**config.mk**
```make
export PLATFORM = sky130hd
export DESIGN_NAME = vts_queue
export DESIGN_NICKNAME = d
export VERILOG_FILES = /design/src/rtl/vts_pkg.sv /design/src/rtl/vts_queue.sv
export SDC_FILE = /design/constraint.sdc
export NUM_CORES = 1
export LEC_CHECK = 0
export ABC_AREA = 1
export BUFFER_PORTS_ARGS = -buffer_cell sky130_fd_sc_hd__buf_2
export CAP_MARGIN = 30
export CORE_AREA = 2 2 161 124
export CTS_CLUSTER_DIAMETER = 100
export DETAILED_ROUTE_END_ITERATION = 10
export DIE_AREA = 0 0 163 126
export PLACE_DENSITY = 0.65
export SKIP_LAST_GASP = 1
export SYNTH_ARGS = -nofsm -noshare
export SYNTH_HDL_FRONTEND = slang
export SYNTH_SLANG_ARGS = --single-unit
```
**constraint.sdc**
```tcl
create_clock -name clk -period 6.7 [get_ports clk]
set_input_delay 1.005 -clock clk [delete_from_list [all_inputs] [get_ports clk]]
set_output_delay 1.005 -clock clk [all_outputs]
set_load 0.05 [all_outputs]
```
**src/rtl/vts_pkg.sv**
```systemverilog
// Shared types and constants of the trilinear volume sampler.
`default_nettype none
package vts_pkg;

    localparam int DIM_X_DEF = 64;
    localparam int DIM_Y_DEF = 64;
    localparam int DIM_Z_DEF = 64;

    localparam int COORD_W   = 32;
    localparam int VOX_W     = 16;
    localparam int OUT_W     = 40;
    localparam int FRAC_W    = 17;
    localparam int WGT_W     = 18;
    localparam int IDX_W     = 10;
    localparam int LOAD_W    = 18;
    localparam int CFG_IDX_W = 3;
    localparam int Q_DEPTH   = 2;

    // Configuration register indexes.
    localparam logic [CFG_IDX_W-1:0] REG_ORIGIN_X = 3'd0;
    localparam logic [CFG_IDX_W-1:0] REG_ORIGIN_Y = 3'd1;
    localparam logic [CFG_IDX_W-1:0] REG_ORIGIN_Z = 3'd2;
    localparam logic [CFG_IDX_W-1:0] REG_INV_X    = 3'd3;
    localparam logic [CFG_IDX_W-1:0] REG_INV_Y    = 3'd4;
    localparam logic [CFG_IDX_W-1:0] REG_INV_Z    = 3'd5;

    localparam logic [31:0] INV_RESET = 32'd65536;

    // One classified word passed from the front to the back.
    typedef struct packed {
        logic                     is_load;
        logic                     hit;
        logic [VOX_W-1:0]         voxel;
        logic [IDX_W-1:0]         ix;
        logic [IDX_W-1:0]         iy;
        logic [IDX_W-1:0]         iz;
        logic signed [FRAC_W-1:0] fx;
        logic signed [FRAC_W-1:0] fy;
        logic signed [FRAC_W-1:0] fz;
    } entry_t;

    // Queue status seen by both sides.
    typedef struct packed {
        logic empty;
        logic full;
    } q_stat_t;

endpackage
`default_nettype wire

```
**src/rtl/vts_queue.sv**
```systemverilog
// Short queue of classified words between the front and the back.
`default_nettype none
module vts_queue (
    input  wire logic               clk,
    input  wire logic               rst_n,
    input  wire logic               push,
    input  vts_pkg::entry_t         push_entry,
    input  wire logic               pop,
    output vts_pkg::entry_t         head,
    output vts_pkg::q_stat_t        q_stat
);

    localparam int PTR_W = $clog2(vts_pkg::Q_DEPTH);
    localparam int CNT_W = $clog2(vts_pkg::Q_DEPTH + 1);

    vts_pkg::entry_t   mem_reg [vts_pkg::Q_DEPTH];
    logic [PTR_W-1:0]  wr_reg;
    logic [PTR_W-1:0]  rd_reg;
    logic [CNT_W-1:0]  cnt_reg;

    assign head         = mem_reg[rd_reg];
    assign q_stat.empty = (cnt_reg == '0);
    assign q_stat.full  = (cnt_reg == CNT_W'(vts_pkg::Q_DEPTH));

    // Pointers and fill count.
    always_ff @(posedge clk or negedge rst_n)
    begin
        if (!rst_n)
        begin
            wr_reg  <= '0;
            rd_reg  <= '0;
            cnt_reg <= '0;
        end
        else
        begin
            if (push)
            begin
                wr_reg <= (wr_reg == PTR_W'(vts_pkg::Q_DEPTH - 1)) ? '0 : wr_reg + 1'b1;
            end
            if (pop)
            begin
                rd_reg <= (rd_reg == PTR_W'(vts_pkg::Q_DEPTH - 1)) ? '0 : rd_reg + 1'b1;
            end
            if (push && !pop)
            begin
                cnt_reg <= cnt_reg + 1'b1;
            end
            else if (pop && !push)
            begin
                cnt_reg <= cnt_reg - 1'b1;
            end
        end
    end

    // Storage.
    always_ff @(posedge clk)
    begin
        if (push)
        begin
            mem_reg[wr_reg] <= push_entry;
        end
    end

endmodule
`default_nettype wire

```
Word-level counts from Yosys, hierarchy flattened
Memories as Yosys holds them, arrays and structs flattened.
Cells that the tools add are included.
- bits in registers: 4
- bits in writable memories: 198
- input port bits: 103
- memories: 1
- add/sub/neg operators: 4
- equal/unequal tests: 1
- mux-type cells: 6
- reduce and logical (&&, ||, !) cells: 6
- memory list (memory ; depth ; bits a word ; read ports ; clocked after Yosys merged registers in ; wr ports ; line ; RTL):
    mem_reg ; 2 ; 99 ; 1 ; 0 ; 1 ; vts_queue.sv:16 ; vts_pkg::entry_t mem_reg [vts_pkg::Q_DEPTH];
- operator list (kind ; count):
    two-way mux 1 bit ; 4
    two-way mux 2 bit ; 2
    adder 1 bit, second input constant ; 2
    adder 2 x 1 -> 2 bit, second input constant ; 1
    == test 2 bit, second input constant ; 1
    logical AND 1 bit ; 2
    zero test 1 bit ; 2
    zero test 2 bit ; 1
    nonzero test 2 bit ; 1
    subtractor 2 x 1 -> 2 bit, second input constant ; 1

Depth between registers and ports, before layout
- depth after elaboration: 4
- depth in mapped cells: 7
- depth with buffers taken out: 7

Worst setup path before layout
Ideal clock, no wire load.
- path type: input to register
- from: input port push
- to: memory mem_reg[0][0] in the netlist's numbering (enable)
- setup time: 0.560 ns
- data arrival time: 5.189 ns
- required time: 6.140 ns
- path slack: 0.951 ns
- stages on the path: 2
- path buffers: 0
- cell sequence: inv_1 -> nor2_1
- longest elaborated chain between the ends: 2
- ends and longest elaborated chain (what ; line ; RTL):
    start, declared ; vts_queue.sv:6 ; input wire logic push,
    two-way mux 1 bit ; vts_queue.sv:58 ; if (push)
    two-way mux 1 bit (implied by the code) ; vts_queue.sv:60 ; mem_reg[wr_reg] <= push_entry;
    end, declared ; vts_queue.sv:16 ;
No other way between the ends.

==> flow_summary_export.csv <==
group,metric,value,unit
power,p_per_area,500,nW/um^2
routing,via_per_inst,4.60,
timing,tightestPinTransition,0.793,ns
clock_tree,cts_made_buffers,21,
power,vdd_drop_max,0.324,mV
final_layout,fill_cells,1583,
timing,setup_viol,0,
power,leakage,3.89,nW
placement,portBuffers,203,
critical_path,cp_max_fo,39,
critical_path,arrival,2.62,ns
timing,fin_tns_setup,0,ns
synthesis,syn_area,7850,sq um
placement,dp_cells,783,
grt,grt_use_total,12.8,%
grt,gr-total-overflow,0,
final_layout,antenna_cells,0,
clock_tree,clock_latency,0.47,ns
clock_tree,cts.sinks,202,
critical_path,rr_endpoint,"mem_reg[1][94]",
critical_path,r2r-start,"wr_reg",
routing,first_pass_iters,4,
synthesis,synthCells,333,
die,start_util,41.3,%
grt,grt_max_degree,58,
clock_tree,cts_tree,"yes",
routing,drc,0,
run,cap_violations,0,
routing,vias,3754,
final_layout,multiInputGateArea,1570,sq um
synthesis,synth_nets,437,
synthesis,synth-warning-count,0,
final_layout,layout_commonest_cell,"buf_2",
clock_tree,clk_pin_slew_worst_paths,0.06,ns
grt,antenna_found_initial,2,
synthesis,yosys-mux-area-fraction,18.9,%
final_layout,regArea,6050,sq um
synthesis,synth.yosys.seq_area_share,77.0,%
die,dieArea,20500,sq um
timing,fmax,276,MHz
routing,postRouteAntennaNets,0,
die,ios,204,
critical_path,cp.required,5.69,ns
die,rows,44,
final_layout,fin_nets,657,
timing,skew,0.00454,ns
placement,gp_congestion,0.715,
critical_path,cpPeakStageDelay,0.83,ns
timing,timing.slew.headroom,47.2,%
critical_path,critPathKind,"reg -> out",
grt,grt_pass1_vias,3893,
clock_tree,root_buffer,"clkbuf_16",
critical_path,slowest_stage,"dfrtp_4",
final_layout,final_cell_area,9600,sq um
status,outcome,"complete, no violations",
final_layout,final_cell_mix,"203 x buf_2, 198 x edfxtp_1, 99 x mux2_4",
placement,dpl.hpwl,9270,microns
clock_tree,postCtsHoldBufs,0,
timing,grt_setup_unrepaired,"no",
timing,hold_ws,0.331,ns
clock_tree,clockBufferDepth,3,
placement,post_dp_cell_area,9020,sq um
min_path,hold_path.class,"in -> async",
clock_tree,cts.htree.levels,1,
critical_path,end_kind,"output pin",
critical_path,reg2regPathDepth,3,
final_layout,stdcell_count,816,
synthesis,avgSynthCellArea,23.6,sq um
grt,grt_pass1_wl,20500,microns
final_layout,post-route-util,50.5,%
timing,final-max-slew-violation-count,0,
critical_path,path_cells,"buf_4 > mux2_4 > buf_2",
final_layout,drive_above_1_share,59.0,%
final_layout,largest_reg_flops,198,
routing,drt_wl_total,13800,microns
final_layout,synthToLayoutAreaGrowth,22.3,%
routing,drt_iter0_markers,171,
timing,period_needed,3.62,ns
die,core_area,19000,sq um
synthesis,synth-simple-area-share,0.526,%
synthesis,synth_compound_area_share,0,%
die,fp.dieH,126,microns
synthesis,ys_types,13,
critical_path,r2r_slack,4.62,ns
timing,fin_crit_sh,54.1,%
critical_path,start_kind,"register",
die,die_w,163,microns
routing,wire_per_inst,16.9,microns
critical_path,startpoint,"rd_reg",
critical_path,path_buf_inv,2,
synthesis,yosys.area_share.xor_xnor,0.335,%
synthesis,yosys.area_share.adder,0.159,%
synthesis,synth_top_family_by_area,"multiplexers",
clock_tree,cts_setup_buffers,0,
synthesis,ys_ff_latch,202,
clock_tree,ctsResizeCount,0,
critical_path,critPathTopFamily,"buffers and inverters",
timing,final_hold_viol_count,0,
-- per-layer routing --
layer	track usage, %	vias up	wire (microns)
met4	3.23	2	311
met1	16.8	1828	5930
met2	20.3	152	6250
met5	0	-	11
li1	-	1747	-
met3	4.81	25	1310
-- cells by family after synthesis --
logic type,count (synthesis)
flip-flops,202
buffers and inverters,18
multiplexers,99
AND/OR/NAND/NOR,10
adder cells (fa/ha/maj),1
XOR/XNOR,3
-- synth_stat cells --
| library cell | number | area, sq um |
|---|---|---|
| edfxtp_1 | 198 | 5950 |
| mux2_4 | 99 | 1490 |
| buf_12 | 10 | 200 |
| inv_1 | 7 | 26.3 |
| nand2_1 | 5 | 18.8 |
| dfrtp_1 | 4 | 100 |
| nor2_1 | 3 | 11.3 |
| xor2_1 | 2 | 17.5 |
| buf_6 | 1 | 11.3 |
| ha_1 | 1 | 12.5 |
| nand3_1 | 1 | 5.00 |
| nand4_1 | 1 | 6.26 |
| xnor2_1 | 1 | 8.76 |
-- worst max-delay path by stage --
stage                    end  slack [ns]  cells after the start
2_1_floorplan  mem_reg[0][0]        0.95                      2
3_3_place_gp        head[55]        3.58                      3
3_5_place_dp        head[58]        3.53                      3
4_1_cts              head[0]        3.02                      3
5_1_grt             head[89]        2.96                      3
6_report             head[0]        3.08                      3
-- power breakdown --
part | internal [W] | leakage, nW | total (W) | switching (W)
Combinational | 0.000645 | 1.71 | 0.00202 | 0.00137
Sequential | 0.00168 | 1.90 | 0.00180 | 0.000115
Clock | 0.000572 | 0.273 | 0.000989 | 0.000416
Total | 0.00290 | 3.89 | 0.00480 | 0.00190
-- final cells by class --
cell class,count,area share [%]
Timing Repair Buffer,208,11.0
Inverter,7,0.300
Clock inverter,4,0.196
Tap cell,253,3.30
Sequential cell,202,63.0
Multi-Input combinational cell,113,16.4
Clock buffer,29,5.79
-- metrics by stage --
step / total power, W / worst slack [ns]
after CTS: 0.00487 / 3.02
after global placement: 0.00384 / 3.58
final: 0.00480 / 3.08
after global routing: 0.00500 / 2.96
after floorplan: 0.00361 / 0.951
after detailed placement: 0.00387 / 3.53
Note: power is estimated with default switching activity, not from simulation.
