**src/rtl/vts_pkg.sv**
```systemverilog
// Shared types and constants of the trilinear volume sampler.
`default_nettype none
package vts_pkg;

    localparam int DIM_X_DEF = 64;
    localparam int DIM_Y_DEF = 64;
    localparam int DIM_Z_DEF = 64;

    localparam int COORD_W   = 32;
    localparam int VOX_W     = 16;
    localparam int OUT_W     = 40;
    localparam int FRAC_W    = 17;
    localparam int WGT_W     = 18;
    localparam int IDX_W     = 10;
    localparam int LOAD_W    = 18;
    localparam int CFG_IDX_W = 3;
    localparam int Q_DEPTH   = 2;

    // Configuration register indexes.
    localparam logic [CFG_IDX_W-1:0] REG_ORIGIN_X = 3'd0;
    localparam logic [CFG_IDX_W-1:0] REG_ORIGIN_Y = 3'd1;
    localparam logic [CFG_IDX_W-1:0] REG_ORIGIN_Z = 3'd2;
    localparam logic [CFG_IDX_W-1:0] REG_INV_X    = 3'd3;
    localparam logic [CFG_IDX_W-1:0] REG_INV_Y    = 3'd4;
    localparam logic [CFG_IDX_W-1:0] REG_INV_Z    = 3'd5;

    localparam logic [31:0] INV_RESET = 32'd65536;

    // One classified word passed from the front to the back.
    typedef struct packed {
        logic                     is_load;
        logic                     hit;
        logic [VOX_W-1:0]         voxel;
        logic [IDX_W-1:0]         ix;
        logic [IDX_W-1:0]         iy;
        logic [IDX_W-1:0]         iz;
        logic signed [FRAC_W-1:0] fx;
        logic signed [FRAC_W-1:0] fy;
        logic signed [FRAC_W-1:0] fz;
    } entry_t;

    // Queue status seen by both sides.
    typedef struct packed {
        logic empty;
        logic full;
    } q_stat_t;

endpackage
`default_nettype wire

```
**src/rtl/vts_item_if.sv**
```systemverilog
// Input item channel of the sampler.
`default_nettype none
interface vts_item_if;
    logic                                valid;
    logic                                ready;
    logic                                opcode;
    logic [vts_pkg::VOX_W-1:0]           voxel_value;
    logic signed [vts_pkg::COORD_W-1:0]  point_x;
    logic signed [vts_pkg::COORD_W-1:0]  point_y;
    logic signed [vts_pkg::COORD_W-1:0]  point_z;

    modport source (output valid, opcode, voxel_value, point_x, point_y, point_z,
                    input ready);
    modport sink (input valid, opcode, voxel_value, point_x, point_y, point_z,
                  output ready);
endinterface
`default_nettype wire

```
**src/rtl/vts_cfg_if.sv**
```systemverilog
// Configuration write channel of the sampler.
`default_nettype none
interface vts_cfg_if;
    logic                               valid;
    logic                               ready;
    logic [vts_pkg::CFG_IDX_W-1:0]      index;
    logic [31:0]                        data;

    modport source (output valid, index, data, input ready);
    modport sink (input valid, index, data, output ready);
endinterface
`default_nettype wire

```
**src/rtl/vts_front.sv**
```systemverilog
// Front end: configuration registers, item intake and per-axis cell classification.
`default_nettype none
module vts_front #(
    parameter int DIM_X = vts_pkg::DIM_X_DEF,
    parameter int DIM_Y = vts_pkg::DIM_Y_DEF,
    parameter int DIM_Z = vts_pkg::DIM_Z_DEF
) (
    input  wire logic         clk,
    input  wire logic         rst_n,
    vts_item_if.sink          item,
    vts_cfg_if.sink           cfg,
    output vts_pkg::entry_t   push_entry,
    output logic              push,
    input  vts_pkg::q_stat_t  q_stat
);

    localparam logic [31:0] LIM_X = 32'(DIM_X - 2);
    localparam logic [31:0] LIM_Y = 32'(DIM_Y - 2);
    localparam logic [31:0] LIM_Z = 32'(DIM_Z - 2);

    typedef enum logic [3:0] {
        F_IDLE = 4'b0001,
        F_MUL  = 4'b0010,
        F_CHK  = 4'b0100,
        F_PUSH = 4'b1000
    } fstate_t;

    fstate_t state_reg, state_next;

    logic signed [31:0] origin_reg [3];
    logic [31:0]        inv_reg [3];
    logic signed [31:0] point_reg [3];
    logic [1:0]         axis_reg;
    logic [63:0]        prod_reg;
    logic [63:0]        prod_next;
    logic               neg_reg;
    logic               neg_next;
    vts_pkg::entry_t    ent_reg;

    logic signed [32:0] diff;
    logic [32:0]        mag_full;
    logic [31:0]        whole;
    logic [31:0]        lim;
    logic               axis_hit;
    logic signed [vts_pkg::FRAC_W-1:0] frac;

    assign cfg.ready  = 1'b1;
    assign item.ready = (state_reg == F_IDLE);
    assign push       = (state_reg == F_PUSH) && !q_stat.full;
    assign push_entry = ent_reg;

    // Offset from the origin and its magnitude times the inverse spacing.
    always_comb
    begin
        diff      = {point_reg[axis_reg][31], point_reg[axis_reg]}
                  - {origin_reg[axis_reg][31], origin_reg[axis_reg]};
        neg_next  = diff[32];
        mag_full  = neg_next ? 33'(-diff) : 33'(diff);
        prod_next = mag_full[31:0] * inv_reg[axis_reg];
    end

    // Cell index and fraction check on the registered product.
    always_comb
    begin
        whole = prod_reg[63:32];
        unique case (axis_reg)
            2'd0:    lim = LIM_X;
            2'd1:    lim = LIM_Y;
            default: lim = LIM_Z;
        endcase
        axis_hit = neg_reg ? (whole == 32'd0) : (whole <= lim);
        frac     = neg_reg ? -$signed({1'b0, prod_reg[31:16]})
                           : $signed({1'b0, prod_reg[31:16]});
    end

    // State sequencing.
    always_comb
    begin
        state_next = state_reg;
        unique case (state_reg)
            F_IDLE:
            begin
                if (item.valid)
                begin
                    state_next = item.opcode ? F_MUL : F_PUSH;
                end
            end
            F_MUL:   state_next = F_CHK;
            F_CHK:   state_next = (axis_reg == 2'd2) ? F_PUSH : F_MUL;
            F_PUSH:
            begin
                if (!q_stat.full)
                begin
                    state_next = F_IDLE;
                end
            end
            default: state_next = F_IDLE;
        endcase
    end

    // Control and configuration registers.
    always_ff @(posedge clk or negedge rst_n)
    begin
        if (!rst_n)
        begin
            state_reg     <= F_IDLE;
            axis_reg      <= 2'd0;
            origin_reg[0] <= '0;
            origin_reg[1] <= '0;
            origin_reg[2] <= '0;
            inv_reg[0]    <= vts_pkg::INV_RESET;
            inv_reg[1]    <= vts_pkg::INV_RESET;
            inv_reg[2]    <= vts_pkg::INV_RESET;
        end
        else
        begin
            state_reg <= state_next;
            if (cfg.valid)
            begin
                unique case (cfg.index)
                    vts_pkg::REG_ORIGIN_X: origin_reg[0] <= cfg.data;
                    vts_pkg::REG_ORIGIN_Y: origin_reg[1] <= cfg.data;
                    vts_pkg::REG_ORIGIN_Z: origin_reg[2] <= cfg.data;
                    vts_pkg::REG_INV_X:    inv_reg[0]    <= cfg.data;
                    vts_pkg::REG_INV_Y:    inv_reg[1]    <= cfg.data;
                    vts_pkg::REG_INV_Z:    inv_reg[2]    <= cfg.data;
                    default:               ;
                endcase
            end
            if (state_reg == F_IDLE)
            begin
                axis_reg <= 2'd0;
            end
            else if (state_reg == F_CHK)
            begin
                axis_reg <= axis_reg + 2'd1;
            end
        end
    end

    // Payload registers.
    always_ff @(posedge clk)
    begin
        if (item.valid && item.ready)
        begin
            point_reg[0]  <= item.point_x;
            point_reg[1]  <= item.point_y;
            point_reg[2]  <= item.point_z;
            ent_reg.is_load <= !item.opcode;
            ent_reg.hit     <= 1'b1;
            ent_reg.voxel   <= item.voxel_value;
        end
        if (state_reg == F_MUL)
        begin
            prod_reg <= prod_next;
            neg_reg  <= neg_next;
        end
        if (state_reg == F_CHK)
        begin
            ent_reg.hit <= ent_reg.hit && axis_hit;
            unique case (axis_reg)
                2'd0:
                begin
                    ent_reg.ix <= whole[vts_pkg::IDX_W-1:0];
                    ent_reg.fx <= frac;
                end
                2'd1:
                begin
                    ent_reg.iy <= whole[vts_pkg::IDX_W-1:0];
                    ent_reg.fy <= frac;
                end
                default:
                begin
                    ent_reg.iz <= whole[vts_pkg::IDX_W-1:0];
                    ent_reg.fz <= frac;
                end
            endcase
        end
    end

endmodule
`default_nettype wire

```
**src/flat_wrapper.sv**
```systemverilog
// flat-port wrapper written by rule: the top's interface ports become plain ports
module vts_front_flat 
#(
    parameter int DIM_X = vts_pkg::DIM_X_DEF,
    parameter int DIM_Y = vts_pkg::DIM_Y_DEF,
    parameter int DIM_Z = vts_pkg::DIM_Z_DEF
)
  (clk, rst_n, push_entry, push, q_stat, item_valid, item_opcode, item_voxel_value, item_point_x, item_point_y, item_point_z, item_ready, cfg_valid, cfg_index, cfg_data, cfg_ready);
  vts_item_if item_i ();
  vts_cfg_if cfg_i ();
  input  wire logic clk;
  input  wire logic rst_n;
  output vts_pkg::entry_t push_entry;
  output logic push;
  input  vts_pkg::q_stat_t q_stat;
  input wire logic [$bits(item_i.valid)-1:0] item_valid;
  input wire logic [$bits(item_i.opcode)-1:0] item_opcode;
  input wire logic [$bits(item_i.voxel_value)-1:0] item_voxel_value;
  input wire logic [$bits(item_i.point_x)-1:0] item_point_x;
  input wire logic [$bits(item_i.point_y)-1:0] item_point_y;
  input wire logic [$bits(item_i.point_z)-1:0] item_point_z;
  output wire logic [$bits(item_i.ready)-1:0] item_ready;
  input wire logic [$bits(cfg_i.valid)-1:0] cfg_valid;
  input wire logic [$bits(cfg_i.index)-1:0] cfg_index;
  input wire logic [$bits(cfg_i.data)-1:0] cfg_data;
  output wire logic [$bits(cfg_i.ready)-1:0] cfg_ready;
  assign item_i.valid = item_valid;
  assign item_i.opcode = item_opcode;
  assign item_i.voxel_value = item_voxel_value;
  assign item_i.point_x = item_point_x;
  assign item_i.point_y = item_point_y;
  assign item_i.point_z = item_point_z;
  assign item_ready = item_i.ready;
  assign cfg_i.valid = cfg_valid;
  assign cfg_i.index = cfg_index;
  assign cfg_i.data = cfg_data;
  assign cfg_ready = cfg_i.ready;
  vts_front #(.DIM_X(DIM_X), .DIM_Y(DIM_Y), .DIM_Z(DIM_Z)) u_core (.clk(clk), .rst_n(rst_n), .item(item_i), .cfg(cfg_i), .push_entry(push_entry), .push(push), .q_stat(q_stat));
endmodule
```
**config.mk**
```make
export PLATFORM = sky130hd
export DESIGN_NAME = vts_front_flat
export DESIGN_NICKNAME = d
export VERILOG_FILES = /design/src/rtl/vts_pkg.sv /design/src/rtl/vts_item_if.sv /design/src/rtl/vts_cfg_if.sv /design/src/rtl/vts_front.sv /design/src/flat_wrapper.sv
export SDC_FILE = /design/constraint.sdc
export NUM_CORES = 2
export LEC_CHECK = 0
export BUFFER_PORTS_ARGS = -buffer_cell sky130_fd_sc_hd__buf_2
export CORE_MARGIN = 3
export CORE_UTILIZATION = 40
export CTS_CLUSTER_SIZE = 10
export DETAILED_ROUTE_END_ITERATION = 10
export GPL_TIMING_DRIVEN = 0
export HOLD_SLACK_MARGIN = 0.1
export PLACE_DENSITY_LB_ADDON = 0.25
export SETUP_SLACK_MARGIN = 0.4
export SLEW_MARGIN = 40
export SYNTH_ARGS = -nofsm -noshare
export SYNTH_HDL_FRONTEND = slang
export SYNTH_SLANG_ARGS = --single-unit
```
**constraint.sdc**
```tcl
create_clock -name clk -period 17 [get_ports clk]
set_input_delay 0.85 -clock clk [delete_from_list [all_inputs] [get_ports clk]]
set_output_delay 0.85 -clock clk [all_outputs]
set_load 0.1 [all_outputs]
```
[Word-level counts from Yosys, hierarchy flattened]
Memories as Yosys holds them, arrays and structs flattened.
Cells that the tools add are included.
Operators by class
  multipliers: 1
  reductions and logical operators: 21
  multiplexer cells: 20
  $lt $le $gt $ge: 2
  bitwise logic cells: 2
  eq/ne operators: 13
  $add $sub $neg: 4
Operator list (number)
  2-to-1 mux 32 bit: 5
  binary-select mux 32 bit (select 2 bit): 2
  multiplier 32 x 32 -> 64 bit: 1
  2-to-1 mux 17 bit: 2
  subtractor 32 x 32 -> 33 bit: 1
  less-or-equal comparator 32 x 6 -> 1 bit, second input constant: 1
  zero test 32 bit: 1
  negator 32 bit: 1
  AND reduction 2 bit: 10
  negator 16 -> 17 bit: 1
  2-to-1 mux 4 bit: 4
  one-hot mux 4 bit (4 select lines): 1
  == test 3 x 2 -> 1 bit, second input constant: 2
  == test 3 bit, second input constant: 2
  == test 4 x 1 -> 1 bit, second input constant: 1
  == test 4 x 2 -> 1 bit, second input constant: 1
  == test 4 x 3 -> 1 bit, second input constant: 1
  == test 4 bit, second input constant: 1
  2-to-1 mux 1 bit: 4
  2-to-1 mux 2 bit: 2
  != test 2 bit, second input constant: 2
  nonzero test 2 bit: 2
  == test 3 x 1 -> 1 bit, second input constant: 1
  >= comparator 3 bit, second input constant: 1
  10 further kinds: 13
Storage, ports and cells
  flip-flop bits (word level): 362
  logic and storage cells: 83
  memories: 1
  RAM bits: 96
  bits of input ports: 154
Memory list
  u_core.point_reg: words 3, width 32, read ports 1, clocked after Yosys merged registers in 0, wr ports 3, RTL line vts_front.sv:32  | logic signed [31:0] point_reg [3];

[Logic depth before layout (Yosys ltp)]
  depth after elaboration: 8
  gate-level depth with buffers: 52

[Least setup slack after synthesis]
OpenSTA, ideal clock, no wires.
  path type: register to register
  from: register u_core.axis_reg[0]
  to: register u_core.prod_reg[60], data pin
  library setup time: 0.264 ns
  path slack: 4.620 ns
  stages on the path, launching flop included: 49
  buffers on the path: 6
  arrival: 12.116 ns
  cells stage by stage: dfrtp_1 > buf_2 > buf_1 > buf_1 > buf_1 > mux2i_1 > o21ai_0 > ha_1 > inv_1 > fa_1 > a211oi_2 > nor4_4 > o21ai_2 > a21oi_2 > o21ai_2 > a21oi_1 > or3_1 > and2_1 > [... 13 more ...] > fa_1 > inv_1 > fa_1 > inv_1 > ha_1 > clkbuf_1 > a21o_1 > a21oi_1 > o21bai_1 > a21o_1 > a21o_1 > a311oi_1 > o21ai_0 > a221oi_1 > nand2_1 > a21o_1 > a221oi_1 > xnor2_1
On the way
  longest elaborated chain between the ends: 8
Ends and longest elaborated chain
  start, declared: RTL line vts_front.sv:33  | logic [1:0] axis_reg;
  start signal, assigned: RTL line vts_front.sv:136  | axis_reg <= axis_reg + 2'd1;
  inverter 2 -> 3 bit (implied by the code): RTL line vts_front.sv:56, vts_front.sv:59
  binary-select mux 32 bit (select 2 bit): RTL line vts_front.sv:56  | - {origin_reg[axis_reg][31], origin_reg[axis_reg]};
  2-to-1 mux 32 bit (implied by the code) (2 in series): RTL line vts_front.sv:56
  subtractor 32 x 32 -> 33 bit: RTL line vts_front.sv:56
  negator 32 bit: RTL line vts_front.sv:58  | mag_full = neg_next ? 33'(-diff) : 33'(diff);
  2-to-1 mux 32 bit: RTL line vts_front.sv:58
  multiplier 32 x 32 -> 64 bit (*): RTL line vts_front.sv:59  | prod_next = mag_full[31:0] * inv_reg[axis_reg];
  via u_core.prod_next[60]: RTL line vts_front.sv:35  | logic [63:0] prod_next;
  end signal, assigned: RTL line vts_front.sv:155  | prod_reg <= prod_next;
  end, declared: RTL line vts_front.sv:34  | logic [63:0] prod_reg;
The timed path passes the listed nets; every way through them passes the cells marked *. The select of a mux whose other input is x is not followed.
A chain may end at the register's enable or synchronous reset.

[Worst setup path after layout]
  from: register u_core.axis_reg[1]
  to: register u_core.prod_reg[63], data pin
Same word-level chain as after synthesis.

==> run_results.csv <==
group,metric,value,unit
timing,period_share,94.4,%
clock_tree,cts_root_buf,"clkbuf_16",
global_routing,grt_pass1_vias,41200,
final_layout,nFillCells,12600,
timing,rsz0062_at_grt,"no",
final_layout,final_util,45.4,%
synth,synth_nets,6668,
floorplan,rows,132,
placed_design,dp_hpwl,154000,um
timing,final-max-slew-violation-count,0,
synth,synth.area.top_cells,"fa_1 34%, edfxtp_1 14%, dfrtp_1 9.2%, ha_1 7.0%, inv_1 6.8%",
synth,synth_cells,5321,
job,cap_violations,0,
synth,synth_area,53000,um2
detailed_routing,avgViaCountPerCell,5.32,
global_routing,grt_max_degree,86,
synth,ys_seq_area_share,23.2,%
detailed_routing,drc,0,
synth,synthArstFlopShare,44.8,%
detailed_routing,dr.pass1.iters,6,
worst_setup_path,cp_top_family,"adder cells",
clock_tree,cts_buffer_depth,3,
global_routing,grtUsageTotal,27.1,%
timing,finalHoldViolations,0,
clock_tree,numCtsBuffers,52,
placed_design,io_buffers,253,
floorplan,die_y,370,um
floorplan,fp.dieW,370,um
clock_tree,path_clk_slew,0.06,ns
timing,clock.fmax,62.3,MHz
clock_tree,cts_setup_buffers,0,
run_status,outcome,"completed",
detailed_routing,drtIter0Drc,3362,
worst_setup_path,worst_ep_required_time,17.46,ns
timing,finClkSkew,0.0559,ns
detailed_routing,vias,39600,
synth,ys_types,96,
worst_setup_path,critical_path_arrival,16.51,ns
floorplan,coreArea,130000,um2
synth,post_synth.cell_area_avg,9.96,um2
worst_hold_path,hold_class,"in2reg",
clock_tree,cts_tree,"done",
floorplan,die_area,137000,um2
synth,yosysWarnings,0,
final_layout,largest_reg_flops,99,
detailed_routing,wire_per_inst,24.7,um
final_layout,area_growth,11.7,%
worst_setup_path,r2r_slack,0.95,ns
timing,whs,0.356,ns
worst_setup_path,cpMostUsedCell,"fa_1",
detailed_routing,wl,184000,um
worst_setup_path,path_buf_inv,12,
worst_setup_path,slowest_stage,"clkbuf_1",
global_routing,grt_pass1_wl,272000,um
synth,synth_top_area_cell,"fa_1",
worst_setup_path,slowest_delay,0.74,ns
final_layout,num-nets-final,7014,
timing,worstMarginPinSlew,0.994,ns
timing,slew_headroom,33.7,%
floorplan,start_util,40.6,%
worst_setup_path,worstSetupEndpointType,"register",
clock_tree,cts_sinks,442,
worst_setup_path,critPathKind,"reg2reg",
synth,synth_top_cell_area_share,33.8,%
worst_setup_path,path_max_fanout,10,
global_routing,overflow,0,
timing,fin_crit,16.05,ns
timing,setup_viol,0,
detailed_routing,drtAntennaViolNets,0,
synth,ys.flop_type,"edfxtp_1",
synth,synth_seq_cells,442,
clock_tree,htree_num_levels,2,
clock_tree,clk_latency,0.67,ns
global_routing,antenna_found_initial,7,
floorplan,design.portCount,256,
worst_setup_path,start_kind,"register",
placed_design,gp_congestion,1.00,
synth,synth_edf_count,244,
final_layout,drive_gt1_share,13.6,%
area by class of cell:
class / instances / area [um2] / area share [%]
inverters: 961 / 3610 / 6.11
plain buffers: 263 / 1140 / 1.93
clock inverters: 6 / 133 / 0.224
diodes: 7 / 17.5 / 0.0296
flip-flops and latches: 442 / 12300 / 20.8
clock buffers: 83 / 1470 / 2.48
multi-input cells: 3654 / 36600 / 61.9
repair buffers: 293 / 1720 / 2.90
well taps: 1742 / 2180 / 3.68
synth_stat cells (35+ instances only):
cell type	instances
inv_1	961
fa_1	896
nand2_1	640
nor2_1	564
ha_1	297
edfxtp_1	244
clkbuf_1	215
dfrtp_1	194
mux2_2	193
a21oi_1	161
mux2i_1	129
o21ai_0	102
a21o_1	101
xnor2_1	87
nand3_1	49
xor2_1	41
nor3_1	35
worst reg2reg max path, delay by kind of cell, from the launching register on:
kind / cells / cell delay, ns
simple gates: 10 / 3.03
xor+xnor: 1 / 0.41
buf+inv: 12 / 3.31
compound gates: 15 / 3.65
fa+ha+maj: 11 / 5.11
flops: 1 / 0.37
cells in the final DEF (no fill, tap or decap), types with 14 or more instances in the layout:
| cell type | instances |
|---|---|
| xnor2_1 | 63 |
| nor4_1 | 14 |
| o21bai_1 | 18 |
| buf_1 | 15 |
| fa_1 | 896 |
| buf_2 | 288 |
| nor3_1 | 33 |
| edfxtp_1 | 244 |
| o21ai_0 | 101 |
| xnor2_2 | 25 |
| mux2_2 | 193 |
| inv_1 | 960 |
| nand4_1 | 30 |
| nand2_1 | 640 |
| nor2b_1 | 24 |
| o21a_1 | 15 |
| ha_1 | 297 |
| mux2i_1 | 129 |
| clkbuf_1 | 176 |
| nand2b_1 | 27 |
| nand3_1 | 49 |
| buf_4 | 18 |
| xor2_1 | 30 |
| nor2_1 | 562 |
| and2_1 | 23 |
| a21oi_2 | 18 |
| dfrtp_1 | 194 |
| a21oi_1 | 141 |
| clkbuf_2 | 67 |
| clkbuf_16 | 53 |
| a21o_1 | 101 |
| a31oi_1 | 18 |
routing by layer:
layer	part of all wire [%]	GRT usage, %
met5	0.030	0
met4	4.8	10.8
met3	9.8	6.64
met2	44	42.3
met1	41	36.3
cells by family after synthesis:
| kind of cell | synth area share, % |
|---|---|
| and+or+nand+nor | 11.8 |
| other | 0.00707 |
| buffers and inverters | 8.79 |
| adders and majority gates | 40.8 |
| AOI/OAI and AO/OA | 6.39 |
| xor gates and xnor gates | 2.33 |
| muxes | 6.62 |
| DFF | 23.2 |
through the flow:
step / area [um2] / setup TNS, ns / cells / setup slack [ns]
global placement: 56500 / -19.76 / 7316 / -2.41
finish: 59200 / 0 / 7451 / 0.950
detailed placement: 57400 / 0 / 7354 / 0.101
floorplan: 53000 / 0 / 5321 / 4.62
CTS: 59100 / 0 / 7443 / 0.460
global route: 59200 / 0 / 7444 / 0.434
final timing paths:
check                                        endpoint                 from  cells past startpoint
worst min-delay path            u_core.push_entry[86]  item_voxel_value[5]                      1
max in group asynchronous         u_core.state_reg[0]                rst_n                      4
min in group asynchronous       u_core.origin_reg[94]                rst_n                      2
worst max-delay path              u_core.prod_reg[63]   u_core.axis_reg[1]                     49
worst max register to register    u_core.prod_reg[63]   u_core.axis_reg[1]                     49
worst min register to register     u_core.inv_reg[86]   u_core.inv_reg[86]                      1
what timing repair did:
| action | in CTS | in global routing |
|---|---|---|
| hold buffers | 1 | 0 |
| setup endpoints to repair | 7 | 24 |
| gates resized for setup | 8 | 15 |
| endpoints found under the hold margin | 2 | 0 |
| pin swaps | 0 | 0 |
Power is left out: the tool's default activity adds up to more than one toggle a clock period on the data nets, which glitch-free logic cannot reach.
